===== src/rtl/tec_pkg.sv =====
// Shared types and constants for the tank environment controller.
// No dependencies; used by every module under rtl/.
package tec_pkg;

  localparam int PADDR_W   = 5;
  localparam int TLEFT_W   = 6;
  localparam logic [11:0] PULSE_CLOSED = 12'd500;
  localparam logic [11:0] PULSE_OPEN   = 12'(500 + (90 * 2000) / 180);

  typedef enum logic [1:0] {
    MODE_CONTROL = 2'd0,
    MODE_SECOND  = 2'd1,
    MODE_RELAY   = 2'd2,
    MODE_IDLE    = 2'd3
  } mode_t;

  typedef enum logic [1:0] {
    BEEP_NONE    = 2'd0,
    BEEP_SILENT  = 2'd1,
    BEEP_ALARM   = 2'd2,
    BEEP_TIMEOUT = 2'd3
  } beep_t;

  typedef enum logic [2:0] {
    REG_FLAGS     = 3'd0,
    REG_TEMP_LO   = 3'd1,
    REG_TEMP_HI   = 3'd2,
    REG_LEVEL_WIN = 3'd3,
    REG_AIR_MIN   = 3'd4,
    REG_PH_LO     = 3'd5,
    REG_PH_HI     = 3'd6,
    REG_FEED_INT  = 3'd7
  } reg_addr_t;

  typedef struct packed {
    logic [1:0]         control_flags;
    logic signed [11:0] temp_lower;
    logic signed [11:0] temp_upper;
    logic [15:0]        level_window;
    logic [4:0]         air_min;
    logic [10:0]        ph_lower;
    logic [10:0]        ph_upper;
    logic [15:0]        feed_interval;
  } cfg_t;

  typedef struct packed {
    logic [1:0]         mode;
    logic signed [11:0] water_temp;
    logic [6:0]         water_level;
    logic [4:0]         air_quality;
    logic [10:0]        ph_value;
    logic [3:0]         relay_command;
  } item_t;

  typedef struct packed {
    logic               relay_heat;
    logic               relay_fill;
    logic               relay_drain;
    logic               relay_oxygen;
    logic               alarm_active;
    logic [1:0]         beep_command;
    logic [11:0]        servo_pulse;
    logic               feeding;
    logic [15:0]        feed_countdown;
    logic [TLEFT_W-1:0] timeout_left;
  } result_t;

endpackage


===== src/rtl/tec_cfg.sv =====
// APB-style configuration register file for the tank environment controller.
// Depends on tec_pkg.
module tec_cfg (
  input  logic                         clk,
  input  logic                         rst,
  input  logic                         psel,
  input  logic                         penable,
  input  logic                         pwrite,
  input  logic [tec_pkg::PADDR_W-1:0]  paddr,
  input  logic [31:0]                  pwdata,
  output logic [31:0]                  prdata,
  output logic                         pready,
  output tec_pkg::cfg_t                cfg
);

  logic                wr_en;
  tec_pkg::reg_addr_t  addr;

  assign pready = 1'b1;
  assign wr_en  = psel && penable && pwrite;
  assign addr   = tec_pkg::reg_addr_t'(paddr[4:2]);

  always_ff @(posedge clk) begin
    if (rst) begin
      cfg.control_flags <= 2'd0;
      cfg.temp_lower    <= 12'sd384;
      cfg.temp_upper    <= 12'sd448;
      cfg.level_window  <= 16'd20510;
      cfg.air_min       <= 5'd10;
      cfg.ph_lower      <= 11'd650;
      cfg.ph_upper      <= 11'd850;
      cfg.feed_interval <= 16'd30;
    end else if (wr_en) begin
      case (addr)
        tec_pkg::REG_FLAGS:     cfg.control_flags <= pwdata[1:0];
        tec_pkg::REG_TEMP_LO:   cfg.temp_lower    <= pwdata[11:0];
        tec_pkg::REG_TEMP_HI:   cfg.temp_upper    <= pwdata[11:0];
        tec_pkg::REG_LEVEL_WIN: cfg.level_window  <= pwdata[15:0];
        tec_pkg::REG_AIR_MIN:   cfg.air_min       <= pwdata[4:0];
        tec_pkg::REG_PH_LO:     cfg.ph_lower      <= pwdata[10:0];
        tec_pkg::REG_PH_HI:     cfg.ph_upper      <= pwdata[10:0];
        tec_pkg::REG_FEED_INT:  cfg.feed_interval <= pwdata[15:0];
        default: ;
      endcase
    end
  end

  always_comb begin
    case (addr)
      tec_pkg::REG_FLAGS:     prdata = {30'd0, cfg.control_flags};
      tec_pkg::REG_TEMP_LO:   prdata = {20'd0, cfg.temp_lower};
      tec_pkg::REG_TEMP_HI:   prdata = {20'd0, cfg.temp_upper};
      tec_pkg::REG_LEVEL_WIN: prdata = {16'd0, cfg.level_window};
      tec_pkg::REG_AIR_MIN:   prdata = {27'd0, cfg.air_min};
      tec_pkg::REG_PH_LO:     prdata = {21'd0, cfg.ph_lower};
      tec_pkg::REG_PH_HI:     prdata = {21'd0, cfg.ph_upper};
      tec_pkg::REG_FEED_INT:  prdata = {16'd0, cfg.feed_interval};
      default:                prdata = 32'd0;
    endcase
  end

endmodule


===== src/rtl/tec_core.sv =====
// Controller state and per-beat update logic: relays, alarm, safety timeout, feeder.
// Depends on tec_pkg.
module tec_core #(
  parameter int TIMEOUT_SECONDS = 60,
  parameter int OPEN_SECONDS    = 3
) (
  input  logic             clk,
  input  logic             rst,
  input  logic             en,
  input  tec_pkg::item_t   item,
  input  tec_pkg::cfg_t    cfg,
  output tec_pkg::result_t res
);

  localparam int SW = $clog2(TIMEOUT_SECONDS + 1);
  localparam int OW = $clog2(OPEN_SECONDS + 1);

  logic [3:0]    relay, relay_next;
  logic          alarm, alarm_next;
  logic [SW-1:0] safety, safety_next;
  logic [15:0]   feed_timer, feed_timer_next;
  logic [15:0]   feed_left, feed_left_next;
  logic          feed_active, feed_active_next;
  logic [OW-1:0] open_cnt, open_cnt_next;
  logic [11:0]   pulse, pulse_next;

  logic                   manual;
  logic [15:0]            timer_inc;
  logic [7:0]             level_min, level_max, level;
  tec_pkg::beep_t         beep;
  logic [SW+tec_pkg::TLEFT_W-1:0] safety_ext;

  assign manual    = cfg.control_flags[0];
  assign level_min = cfg.level_window[7:0];
  assign level_max = cfg.level_window[15:8];
  assign level     = {1'b0, item.water_level};

  always_comb begin
    relay_next       = relay;
    alarm_next       = alarm;
    safety_next      = safety;
    feed_timer_next  = feed_timer;
    feed_left_next   = feed_left;
    feed_active_next = feed_active;
    open_cnt_next    = open_cnt;
    pulse_next       = pulse;
    timer_inc        = feed_timer + 16'd1;
    beep             = tec_pkg::BEEP_NONE;
    case (item.mode)
      tec_pkg::MODE_CONTROL: begin
        if (!manual) begin
          if (item.water_temp < cfg.temp_lower) begin
            relay_next[0] = 1'b1;
          end else if (item.water_temp > cfg.temp_upper) begin
            relay_next[0] = 1'b0;
          end
          relay_next[2:1] = 2'b00;
          if (level > level_max) begin
            relay_next[2] = 1'b1;
          end else if (level < level_min) begin
            relay_next[1] = 1'b1;
          end
          relay_next[3] = item.air_quality < cfg.air_min;
        end
        alarm_next = (item.water_temp < cfg.temp_lower) ||
                     (item.water_temp > cfg.temp_upper) ||
                     (level < level_min) || (level > level_max) ||
                     (item.air_quality < cfg.air_min) ||
                     (item.ph_value < cfg.ph_lower) || (item.ph_value > cfg.ph_upper);
        beep = (alarm_next && cfg.control_flags[1]) ? tec_pkg::BEEP_ALARM
                                                    : tec_pkg::BEEP_SILENT;
      end
      tec_pkg::MODE_SECOND: begin
        if (manual && (relay != 4'd0)) begin
          if (safety != '0) begin
            safety_next = safety - 1'b1;
          end
          if (safety_next == '0) begin
            relay_next = 4'd0;
            beep       = tec_pkg::BEEP_TIMEOUT;
          end
        end else begin
          safety_next = SW'(TIMEOUT_SECONDS);
        end
        if (!manual) begin
          if (!feed_active) begin
            feed_timer_next = timer_inc;
            feed_left_next  = cfg.feed_interval - timer_inc;
            if (timer_inc >= cfg.feed_interval) begin
              feed_active_next = 1'b1;
              feed_timer_next  = 16'd0;
              open_cnt_next    = '0;
            end
          end
        end else begin
          feed_timer_next = 16'd0;
        end
        if (feed_active_next) begin
          if (feed_left_next != 16'd0) begin
            feed_left_next = feed_left_next - 16'd1;
          end
          if (open_cnt_next < OW'(OPEN_SECONDS)) begin
            pulse_next    = tec_pkg::PULSE_OPEN;
            open_cnt_next = open_cnt_next + 1'b1;
          end else begin
            pulse_next       = tec_pkg::PULSE_CLOSED;
            feed_active_next = 1'b0;
            open_cnt_next    = '0;
          end
        end else begin
          open_cnt_next = '0;
        end
      end
      tec_pkg::MODE_RELAY: begin
        relay_next = item.relay_command;
      end
      default: ;
    endcase
  end

  always_ff @(posedge clk) begin
    if (rst) begin
      relay       <= 4'd0;
      alarm       <= 1'b0;
      safety      <= SW'(TIMEOUT_SECONDS);
      feed_timer  <= 16'd0;
      feed_left   <= 16'd0;
      feed_active <= 1'b0;
      open_cnt    <= '0;
      pulse       <= tec_pkg::PULSE_CLOSED;
    end else if (en) begin
      relay       <= relay_next;
      alarm       <= alarm_next;
      safety      <= safety_next;
      feed_timer  <= feed_timer_next;
      feed_left   <= feed_left_next;
      feed_active <= feed_active_next;
      open_cnt    <= open_cnt_next;
      pulse       <= pulse_next;
    end
  end

  assign safety_ext = {{tec_pkg::TLEFT_W{1'b0}}, safety_next};

  always_comb begin
    res.relay_heat     = relay_next[0];
    res.relay_fill     = relay_next[1];
    res.relay_drain    = relay_next[2];
    res.relay_oxygen   = relay_next[3];
    res.alarm_active   = alarm_next;
    res.beep_command   = beep;
    res.servo_pulse    = pulse_next;
    res.feeding        = feed_active_next;
    res.feed_countdown = feed_left_next;
    res.timeout_left   = safety_ext[tec_pkg::TLEFT_W-1:0];
  end

endmodule


===== src/rtl/tank_environment_controller.sv =====
// Top level of the tank environment controller: stream ports, beat staging, APB port.
// Depends on tec_pkg, tec_cfg and tec_core.
//
// Usage:
//   Slave stream (s_*) takes one beat per item: s_tuser is the item kind
//   (0 control tick with sensor samples, 1 one-second tick, 2 manual relay
//   command, 3 ignored); s_tdata carries the samples and relay bits.
//   Master stream (m_*) returns exactly one status beat per input beat, in order.
//   Each beat passes through the input register, then the result register.
//   Throughput: one beat per cycle while m_tready stays high;
//   the update of the controller state is a single compare-and-count pass.
//   When m_tready is low the result register holds and one further beat is
//   kept in the input register; s_tready drops only when both are full.
//   Configuration goes through the APB port at byte address 4*index; the user
//   must write it only while the stream is idle (the block does not enforce this). pready is tied high.
//   Reset (rst, synchronous) clears both stages, sets registers to their
//   defaults, turns the relays off, closes the feeder and loads the safety
//   timeout with TIMEOUT_SECONDS.
module tank_environment_controller #(
  parameter int TIMEOUT_SECONDS = 60,
  parameter int OPEN_SECONDS    = 3
) (
  input  logic                         clk,
  input  logic                         rst,
  input  logic                         s_tvalid,
  output logic                         s_tready,
  // [11:0] water_temp, [18:12] water_level, [23:19] air_quality,
  // [34:24] ph_value, [38:35] relay_command, [39] zero
  input  logic [39:0]                  s_tdata,
  // [1:0] mode
  input  logic [1:0]                   s_tuser,
  output logic                         m_tvalid,
  input  logic                         m_tready,
  // [0] relay_heat, [1] relay_fill, [2] relay_drain, [3] relay_oxygen,
  // [4] alarm_active, [6:5] beep_command, [18:7] servo_pulse, [19] feeding,
  // [35:20] feed_countdown, [41:36] timeout_left, [47:42] zero
  output logic [47:0]                  m_tdata,
  input  logic                         psel,
  input  logic                         penable,
  input  logic                         pwrite,
  input  logic [tec_pkg::PADDR_W-1:0]  paddr,
  input  logic [31:0]                  pwdata,
  output logic [31:0]                  prdata,
  output logic                         pready
);

  tec_pkg::cfg_t    cfg;
  tec_pkg::item_t   in_item;
  logic             in_valid;
  tec_pkg::result_t res, out_res;
  logic             advance;
  logic             in_take;

  tec_cfg u_cfg (
    .clk     (clk),
    .rst     (rst),
    .psel    (psel),
    .penable (penable),
    .pwrite  (pwrite),
    .paddr   (paddr),
    .pwdata  (pwdata),
    .prdata  (prdata),
    .pready  (pready),
    .cfg     (cfg)
  );

  tec_core #(
    .TIMEOUT_SECONDS (TIMEOUT_SECONDS),
    .OPEN_SECONDS    (OPEN_SECONDS)
  ) u_core (
    .clk  (clk),
    .rst  (rst),
    .en   (advance),
    .item (in_item),
    .cfg  (cfg),
    .res  (res)
  );

  assign advance  = in_valid && (!m_tvalid || m_tready);
  assign s_tready = !in_valid || advance;
  assign in_take  = s_tvalid && s_tready;

  always_ff @(posedge clk) begin
    if (rst) begin
      in_valid <= 1'b0;
    end else begin
      in_valid <= in_take || (in_valid && !advance);
    end
  end

  always_ff @(posedge clk) begin
    if (in_take) begin
      in_item.mode          <= s_tuser;
      in_item.water_temp    <= s_tdata[11:0];
      in_item.water_level   <= s_tdata[18:12];
      in_item.air_quality   <= s_tdata[23:19];
      in_item.ph_value      <= s_tdata[34:24];
      in_item.relay_command <= s_tdata[38:35];
    end
  end

  always_ff @(posedge clk) begin
    if (rst) begin
      m_tvalid <= 1'b0;
    end else if (advance) begin
      m_tvalid <= 1'b1;
    end else if (m_tready) begin
      m_tvalid <= 1'b0;
    end
  end

  always_ff @(posedge clk) begin
    if (advance) begin
      out_res <= res;
    end
  end

  assign m_tdata = {6'd0, out_res.timeout_left, out_res.feed_countdown, out_res.feeding,
                    out_res.servo_pulse, out_res.beep_command, out_res.alarm_active,
                    out_res.relay_oxygen, out_res.relay_drain, out_res.relay_fill,
                    out_res.relay_heat};

  // servo is open exactly while a feeding is in progress
  a_servo_feeding: assert property (@(posedge clk) disable iff (rst)
    m_tvalid |-> (out_res.feeding == (out_res.servo_pulse == tec_pkg::PULSE_OPEN)))
    else $error("servo pulse disagrees with feeding flag");

  a_closed_pulse: assert property (@(posedge clk) disable iff (rst)
    m_tvalid && !out_res.feeding |-> out_res.servo_pulse == tec_pkg::PULSE_CLOSED)
    else $error("servo not closed outside feeding");

  a_backpressure: assert property (@(posedge clk) disable iff (rst)
    !s_tready |-> (in_valid && m_tvalid && !m_tready))
    else $error("input stalled without downstream stall");

  a_stage_hold: assert property (@(posedge clk) disable iff (rst)
    in_valid && !advance |=> in_valid && $stable(in_item))
    else $error("staged beat lost while stalled");

endmodule


===== config.mk =====
export PLATFORM = sky130hd
export DESIGN_NAME = tank_environment_controller
export DESIGN_NICKNAME = d
export VERILOG_FILES = /design/src/rtl/tec_pkg.sv /design/src/rtl/tec_cfg.sv /design/src/rtl/tec_core.sv /design/src/rtl/tank_environment_controller.sv
export SDC_FILE = /design/constraint.sdc
export NUM_CORES = 1
export LEC_CHECK = 0
export BUFFER_PORTS_ARGS = -buffer_cell sky130_fd_sc_hd__buf_2
export CAP_MARGIN = 20
export CORE_UTILIZATION = 53
export CTS_CLUSTER_DIAMETER = 100
export DETAILED_ROUTE_END_ITERATION = 10
export GPL_TIMING_DRIVEN = 0
export PLACE_DENSITY = 0.75
export SYNTH_ARGS = -nofsm -noshare
export SYNTH_HDL_FRONTEND = slang
export SYNTH_SLANG_ARGS = --single-unit
export TNS_END_PERCENT = 50

===== constraint.sdc =====
create_clock -name clk -period 4.1 [get_ports clk]
set_input_delay 0.615 -clock clk [delete_from_list [all_inputs] [get_ports clk]]
set_output_delay 0.615 -clock clk [all_outputs]
set_load 0.02 [all_outputs]

==> impl_metrics.py, run 1 <==
metrics = {
    "run_status": {
        "outcome": "finished with violations",
        "violations": "setup timing",
    },
    "finish": {
        "final_cell_mix": "nand2_1, dfxtp_1, buf_2",
        "final_common_cell": "nand2_1",
        "diodes": 0,
        "fin_nets": 1850,
        "drive_gt1_frac": 0.221,
        "syn_to_final_growth_pct": 23.4,
    },
    "floorplanning": {
        "die_y_um": 158,
        "io_pins": 169,
        "die_x_um": 158,
        "dieArea_mm2": 0.0250,
        "placement_rows": 56,
        "start_util": 0.545,
        "fp.coreArea_mm2": 0.0237,
    },
    "synth": {
        "synthFlopType": "dfxtp_1",
        "syn-instance-count": 1441,
        "synthArstFlopShare": 0,
        "syn_area_mm2": 0.0129,
        "synth_enable_flop_cells": 83,
        "syn_area_per_cell_um2": 8.97,
        "seq_area_frac_synth": 0.418,
        "synth_cell_types": 82,
        "synth.top_cell.area_share": 0.225,
        "yosys_warnings": 0,
        "synth_area_leader_cell": "dfxtp_1",
        "synthTopCellsByArea": "dfxtp_1, edfxtp_1, ha_1",
        "ys_seq_elements": 228,
    },
    "global_route": {
        "grt_overflow": 0,
        "grt_pass1_wl_um": 56800,
        "grt_max_degree": 51,
        "grt_use_total": 0.293,
        "antenna_found_initial": 0,
        "grt_pass1_vias": 10700,
    },
    "power_and_ir_drop": {
        "p_comb_frac": 0.126,
        "p_per_area_mw_per_mm2": 339,
        "p_switching_uw": 1380,
        "p_total_uw": 5410,
        "ir_drop_v": 0.000328,
        "pwr-share-clk": 0.423,
        "leakage_uw": 0.00638,
        "p_int_uw": 4030,
        "p_seq_frac": 0.452,
        "swShare": 0.254,
    },
    "run": {
        "timing.max_cap.violations": 0,
    },
    "route": {
        "drcViolationCount": 0,
        "vias": 11700,
        "wire_per_inst_um": 18.6,
        "routed_wl_um": 37600,
        "drtPass1Iterations": 5,
        "drtIter0Drc": 1120,
        "viasPerCell": 5.78,
        "final_antenna_net_count": 0,
    },
    "setup_path": {
        "cp.required_ps": 4370,
        "cp_common_cell": "and3_4",
        "path_class": "flip-flop to flip-flop",
        "crit_path_start_kind": "flip-flop",
        "path_cells": "ha_4 > and3_4 > and3_4 > and3_4 > and3_4 > and3_4 > nand3_4 > xor2_2 > ha_1 > a21o_1 > a21oi_2 > mux2i_1 > a21bo_4 > a21oi_4 > or4_4 > a211oi_1 > xor2_1 > o21ai_0",
        "critPathMaxFanout": 4,
        "cp_data_arrival_time_ps": 4670,
        "cpPeakStageDelay_ps": 580,
        "crit_family": "simple AND/OR/NAND/NOR gates",
        "slowest_stage": "or4_4",
        "crit_buf_inv": 0,
        "endpoint_kind": "flip-flop",
    },
    "sta": {
        "slew_violations": 0,
        "skew_ps": 20.2,
        "final-setup-viol-count": 30,
        "hold_slack_ps": 250,
        "period_minus_slack_ps": 4410,
        "tightestPinTransition_ps": 1040,
        "rsz0062_at_grt": "yes",
        "hold_viol_final": 0,
        "fin_ws_ps": -308,
        "fmax_ghz": 0.227,
        "period_share": 1.08,
        "slew_headroom": 0.295,
    },
    "clocking": {
        "insertion_delay_ps": 550,
        "root_buffer": "clkbuf_16",
        "cts_buffer_depth": 3,
        "clock-sinks": 228,
        "cts_tree": "built",
        "path_clk_slew_ps": 60,
        "htree_levels": 1,
        "cts_buffers": 26,
    },
    "placement": {
        "gp_congestion": 0.927,
        "portBuffers": 121,
        "dp_hpwl_um": 26800,
    },
    "min_path": {
        "hold_path.class": "input port to flip-flop",
    },
}
stage by stage:
stage / TNS [ps] / cell area, µm² / cells / utilization / setup WS (ps)
5_1_grt: -8060 / 15900 / 2018 / 0.673 / -429
3_3_place_gp: -16310 / 14100 / 1902 / 0.594 / -480
3_5_place_dp: -14410 / 14100 / 1904 / 0.595 / -506
4_1_cts: -692 / 15400 / 1983 / 0.649 / -183
2_1_floorplan: -146 / 13100 / 1462 / - / -89.4
6_report: -3000 / 15900 / 2018 / 0.673 / -308
worst register-to-register path, stage by stage (launching register included):
cell	delay (ps)
dfxtp_2	360
ha_4	130
and3_4	180
and3_4	170
and3_4	180
and3_4	200
and3_4	230
nand3_4	80
xor2_2	170
ha_1	340
a21o_1	200
a21oi_2	150
mux2i_1	100
a21bo_4	220
a21oi_4	80
or4_4	580
a211oi_1	360
xor2_1	290
o21ai_0	110
worst paths after layout:
| kind | startpoint | end | slack, ps | cells after the start |
|---|---|---|---|---|
| max | u_core.feed_timer[0]$_SDFFE_PP0P_ | m_tdata[32]$_DFFE_PP_ | -310 | 18 |
| min reg2reg | u_core.pulse[8]$_SDFFE_PP1P_ | u_core.pulse[8]$_SDFFE_PP1P_ | 430 | 1 |
| min | s_tdata[28] | in_item[8]$_DFFE_PP_ | 250 | 1 |
| max reg2reg | u_core.feed_timer[0]$_SDFFE_PP0P_ | m_tdata[32]$_DFFE_PP_ | -310 | 18 |
power groups by stage:
stage / sequential, µW / clock (µW) / combinational, µW
after floorplan: 2500 / 0 / 365
after global placement: 2490 / 0 / 551
after detailed placement: 2490 / 0 / 565
after CTS: 2440 / 2320 / 610
after global routing: 2450 / 2400 / 729
final: 2440 / 2290 / 680
cell families (layout without fill, tap and decap cells):
family | Yosys count | count (layout) | share of synthesized area
AOI/OAI and AO/OA | 355 | 355 | 0.183
muxes | 40 | 40 | 0.0385
DFF | 228 | 228 | 0.418
and+or+nand+nor | 526 | 526 | 0.197
buffers and inverters | 178 | 415 | 0.0625
adders and majority gates | 84 | 84 | 0.0819
other | 2 | 23 | 0.000581
xor gates and xnor gates | 28 | 28 | 0.0190
timing repair:
action                     CTS  global route
setup endpoints to repair   69            62
buffers inserted            30            36
resized for setup           40            77
gates cloned                 2             0
pin swaps                   32            44
hold buffers                 0             0
routing by layer:
metal	GRT usage	wire, µm
met5	0	0
met4	0.103	1340
met3	0.0397	3240
met2	0.481	17400
met1	0.394	15700
layout make-up:
class	count	area, µm²
plain buffers	91	498
clock buffers	35	724
clock inverters	12	123
fillers	1896	7750
inverters	87	328
multi-input cells	1056	7280
flip-flops and latches	228	5410
well taps	319	399
repair buffers	190	1180
synth_stat cells, types with 4 or more instances:
| cell | count |
|---|---|
| a21oi_1 | 117 |
| nor2b_1 | 12 |
| o22ai_1 | 9 |
| xor2_1 | 9 |
| nor3_1 | 22 |
| a211oi_1 | 14 |
| clkbuf_1 | 51 |
| nand3_1 | 34 |
| o31ai_1 | 10 |
| xnor2_1 | 19 |
| dfxtp_1 | 145 |
| o21a_1 | 11 |
| mux2_2 | 4 |
| or3_1 | 15 |
| nand4_1 | 14 |
| buf_1 | 5 |
| ha_1 | 83 |
| inv_1 | 86 |
| a22o_1 | 8 |
| buf_4 | 28 |
| edfxtp_1 | 83 |
| o21ai_0 | 66 |
| mux4_2 | 7 |
| nor2_1 | 111 |
| nand2_1 | 210 |
| a211o_1 | 18 |
| nand3b_1 | 28 |
| nor4_1 | 5 |
| nand2b_1 | 26 |
| a31oi_1 | 4 |
| o211ai_1 | 19 |
| a21o_1 | 28 |
| and3_1 | 13 |
| o21ai_1 | 6 |
| a21oi_2 | 5 |
| mux2i_1 | 28 |
| buf_6 | 4 |
| and2_1 | 16 |
state kept, by name, summed over array words and instances, names as in the netlist:
name / flops
u_core.safety: 6
u_cfg.cfg: 85
m_tdata: 42
u_core.pulse: 12
m_tvalid: 1
in_valid: 1
u_core.relay: 4
u_core.feed_timer: 16
u_core.open_cnt: 2
u_core.feed_active: 1
u_core.feed_left: 16
in_item: 41
u_core.alarm: 1
(Power assumes the default switching activity.)
==> run 2, diff against run 1 <==
Settings changed: ABC_AREA set to 1, SETUP_SLACK_MARGIN set to 0.02.
==> run 2 against run 1 <==
Against the previous run: the run now ends clean; sequential power about the same; non-clock buffer count decreased by 67; synthesized area decreased by 2.1%; flip-flop and latch count unchanged; first-iteration DRC count decreased by 26%; via count increased by 0.73%; register-to-register slack improved by 550 ps; clock-buffer cell count decreased by 3; global-route usage decreased by 0.57 points; worst hold slack got worse by 7.4 ps; combinational power increased by 5.0%; largest power group unchanged; highest routed layer unchanged.
==> impl_metrics.py, run 2 <==
metrics = {
    "global_route": {
        "antenna_found_initial": 0,
        "grt_use_total": 0.287,
        "grt_pass1_vias": 10700,
        "grt_pass1_wl_um": 54600,
        "grt_overflow": 0,
        "grt_max_degree": 42,
    },
    "finish": {
        "final_core_util": 0.644,
        "fillers": 2057,
        "largest_register": "u_cfg.cfg",
        "seq_area_mm2": 0.00540,
        "diodes": 0,
        "syn_to_final_growth_pct": 19.4,
        "largest_reg_flops": 85,
        "final_cell_mix": "nand2_1, inv_1, dfxtp_1",
        "final_cells": 2146,
        "drive_gt1_frac": 0.183,
        "final_common_cell": "nand2_1",
        "multiInputGateArea_mm2": 0.00637,
        "fin_nets": 1978,
    },
    "synth": {
        "synth_top_family_by_area": "simple AND/OR/NAND/NOR gates",
        "synth_xor_area_frac": 0.0138,
        "synth.top_cell.area_share": 0.229,
        "ys_seq_elements": 228,
        "syn_area_mm2": 0.0126,
        "syn-instance-count": 1614,
        "synthMuxAreaShare": 0,
        "seq_area_frac_synth": 0.427,
        "synthArstFlopShare": 0,
        "synth_cell_types": 54,
        "synth.most_common_cell": "nand2_1",
        "synth_commonest_cells": "nand2_1, inv_1, dfxtp_1, a21oi_1, o21ai_0",
        "synth_compound_area_frac": 0.163,
        "yosys_warnings": 0,
        "synthAdderAreaFrac": 0.0837,
        "syn_area_per_cell_um2": 7.84,
        "synth_simple_gate_area_share": 0.211,
        "synthFlopType": "dfxtp_1",
        "synthTopCellsByArea": "dfxtp_1, edfxtp_1, nand2_1",
        "synth_enable_flop_cells": 83,
        "synth_area_leader_cell": "dfxtp_1",
    },
    "clocking": {
        "htree_levels": 1,
        "ctsHoldBuffers": 0,
        "cts_buffer_depth": 3,
        "clock-sinks": 228,
        "cts_buffers": 25,
        "insertion_delay_ps": 540,
        "path_clk_slew_ps": 60,
        "root_buffer": "clkbuf_16",
        "cts_tree": "built",
    },
    "power_and_ir_drop": {
        "p_total_uw": 5520,
        "leakage_uw": 0.00678,
        "ir_drop_v": 0.000315,
        "p_comb_frac": 0.129,
        "p_per_area_mw_per_mm2": 365,
        "p_switching_uw": 1470,
        "swShare": 0.266,
        "p_seq_frac": 0.446,
        "pwr-share-clk": 0.425,
        "p_int_uw": 4050,
    },
    "sta": {
        "skew_ps": 10.4,
        "slew_headroom": 0.417,
        "final-setup-viol-count": 0,
        "rsz0062_at_grt": "no",
        "fmax_ghz": 0.259,
        "period_minus_slack_ps": 3860,
        "period_share": 0.941,
        "hold_viol_final": 0,
        "slew_violations": 0,
        "tns_ps": 0,
        "tightestPinTransition_ps": 874,
    },
    "setup_path": {
        "cp-startpoint": "u_core.feed_timer[2]$_SDFFE_PP0P_",
        "r2r_start": "u_core.feed_timer[2]$_SDFFE_PP0P_",
        "crit_path_start_kind": "flip-flop",
        "path_class": "flip-flop to flip-flop",
        "cp.required_ps": 4370,
        "endpoint_kind": "flip-flop",
        "cp_data_arrival_time_ps": 4130,
        "critPathMaxFanout": 6,
    },
    "placement": {
        "dp_hpwl_um": 26900,
        "gp_congestion": 0.979,
        "place_inst": 2080,
        "portBuffers": 125,
    },
    "route": {
        "vias": 11700,
        "final_antenna_net_count": 0,
        "viasPerCell": 5.47,
        "drtPass1Iterations": 8,
        "routed_wl_um": 35600,
        "drtIter0Drc": 825,
        "drcViolationCount": 0,
        "wire_per_inst_um": 16.6,
    },
    "floorplanning": {
        "die_x_um": 156,
        "dieArea_mm2": 0.0245,
        "die_y_um": 156,
        "placement_rows": 56,
        "io_pins": 169,
        "fp.coreArea_mm2": 0.0235,
        "start_util": 0.539,
    },
    "run": {
        "timing.max_cap.violations": 0,
    },
    "min_path": {
        "hold_path.class": "input port to flip-flop",
        "worstHoldStart": "s_tdata[25]",
    },
    "run_status": {
        "outcome": "finished, final reports clean",
    },
}
run 2: changes by cell type in the layout (fill, tap and decap cells not counted), moves of 28 or more:
cell / before / now
o21ai_0: 54 / 126
nand2_1: 209 / 304
buf_4: 80 / 44
nand3_1: 31 / 78
a21o_1: 28 / 0
inv_1: 86 / 229
run 2: worst max-delay path, stage by stage, from the launching register on:
cell     delay, ps
dfxtp_4        370
nand2_2         70
nor2_4         140
nand3_4        100
nor4_4         260
nand4_1        180
nor2_2         200
nand2_2         80
xnor2_2        180
inv_1           90
ha_4           310
nand2_1        120
nor3_4         230
and2_4         170
nand3_1         70
nand2_2        100
nand2_4         70
nand2_4        110
nand2_1         70
nor2_2         110
nand3_2         90
nor2_4         130
nand4_1        140
nand2_2        120
o21ai_1         60
run 2: cell families (layout without fill, tap and decap cells):
| logic type | count (synthesis) | in the layout |
|---|---|---|
| simple gates | 609 | 609 |
| compound gates | 360 | 360 |
| buf+inv | 311 | 503 |
| flops | 228 | 228 |
| fa+ha+maj | 84 | 84 |
| xor+xnor | 20 | 20 |
| other cells | 2 | 23 |
run 2: cell type report:
cell class                      instances  area share
Sequential cell                       228       0.358
Buffer                                 68      0.0246
Timing Repair Buffer                  146      0.0527
Multi-Input combinational cell       1096       0.421
Clock inverter                         14      0.0109
Inverter                              243      0.0605
Clock buffer                           32      0.0459
Tap cell                              319      0.0264
run 2: power by group through the flow:
stage | registers, µW | logic [µW] | clock network, µW
2_1_floorplan | 2520 | 418 | 0
3_3_place_gp | 2510 | 641 | 0
3_5_place_dp | 2510 | 657 | 0
4_1_cts | 2460 | 662 | 2370
5_1_grt | 2470 | 787 | 2450
6_report | 2460 | 714 | 2350
run 2: stage by stage:
step / hold WS [ps] / setup slack (ps) / cell area, µm²
2_1_floorplan: 415 / 695 / 12700
3_3_place_gp: 423 / -130 / 13800
3_5_place_dp: 431 / -151 / 13800
4_1_cts: 231 / 30.4 / 14700
5_1_grt: 233 / 3.75 / 15100
6_report: 243 / 240 / 15100
run 2: repair_timing:
item / CTS / global route
hold endpoints to repair: 0 / 0
resized for setup: 5 / 74
endpoints found under the setup margin: 17 / 65
pin swaps: 1 / 23
cloned: 0 / 0
buffers inserted: 1 / 19
run 2: worst paths after layout:
| check | endpoint | slack (ps) | cells past startpoint |
|---|---|---|---|
| max | m_tdata[33]$_DFFE_PP_ | 240 | 24 |
| min | in_item[5]$_DFFE_PP_ | 240 | 1 |
| max reg2reg | m_tdata[33]$_DFFE_PP_ | 240 | 24 |
| min reg2reg | u_core.pulse[6]$_SDFFE_PP1P_ | 440 | 2 |
run 2: per-layer routing:
layer | part of all wire | GRT usage | up-vias
met5 | 0 | 0 | -
met4 | 0.052 | 0.146 | 0
met1 | 0.40 | 0.351 | 5412
met3 | 0.068 | 0.0410 | 104
met2 | 0.48 | 0.493 | 484
li1 | - | - | 5746
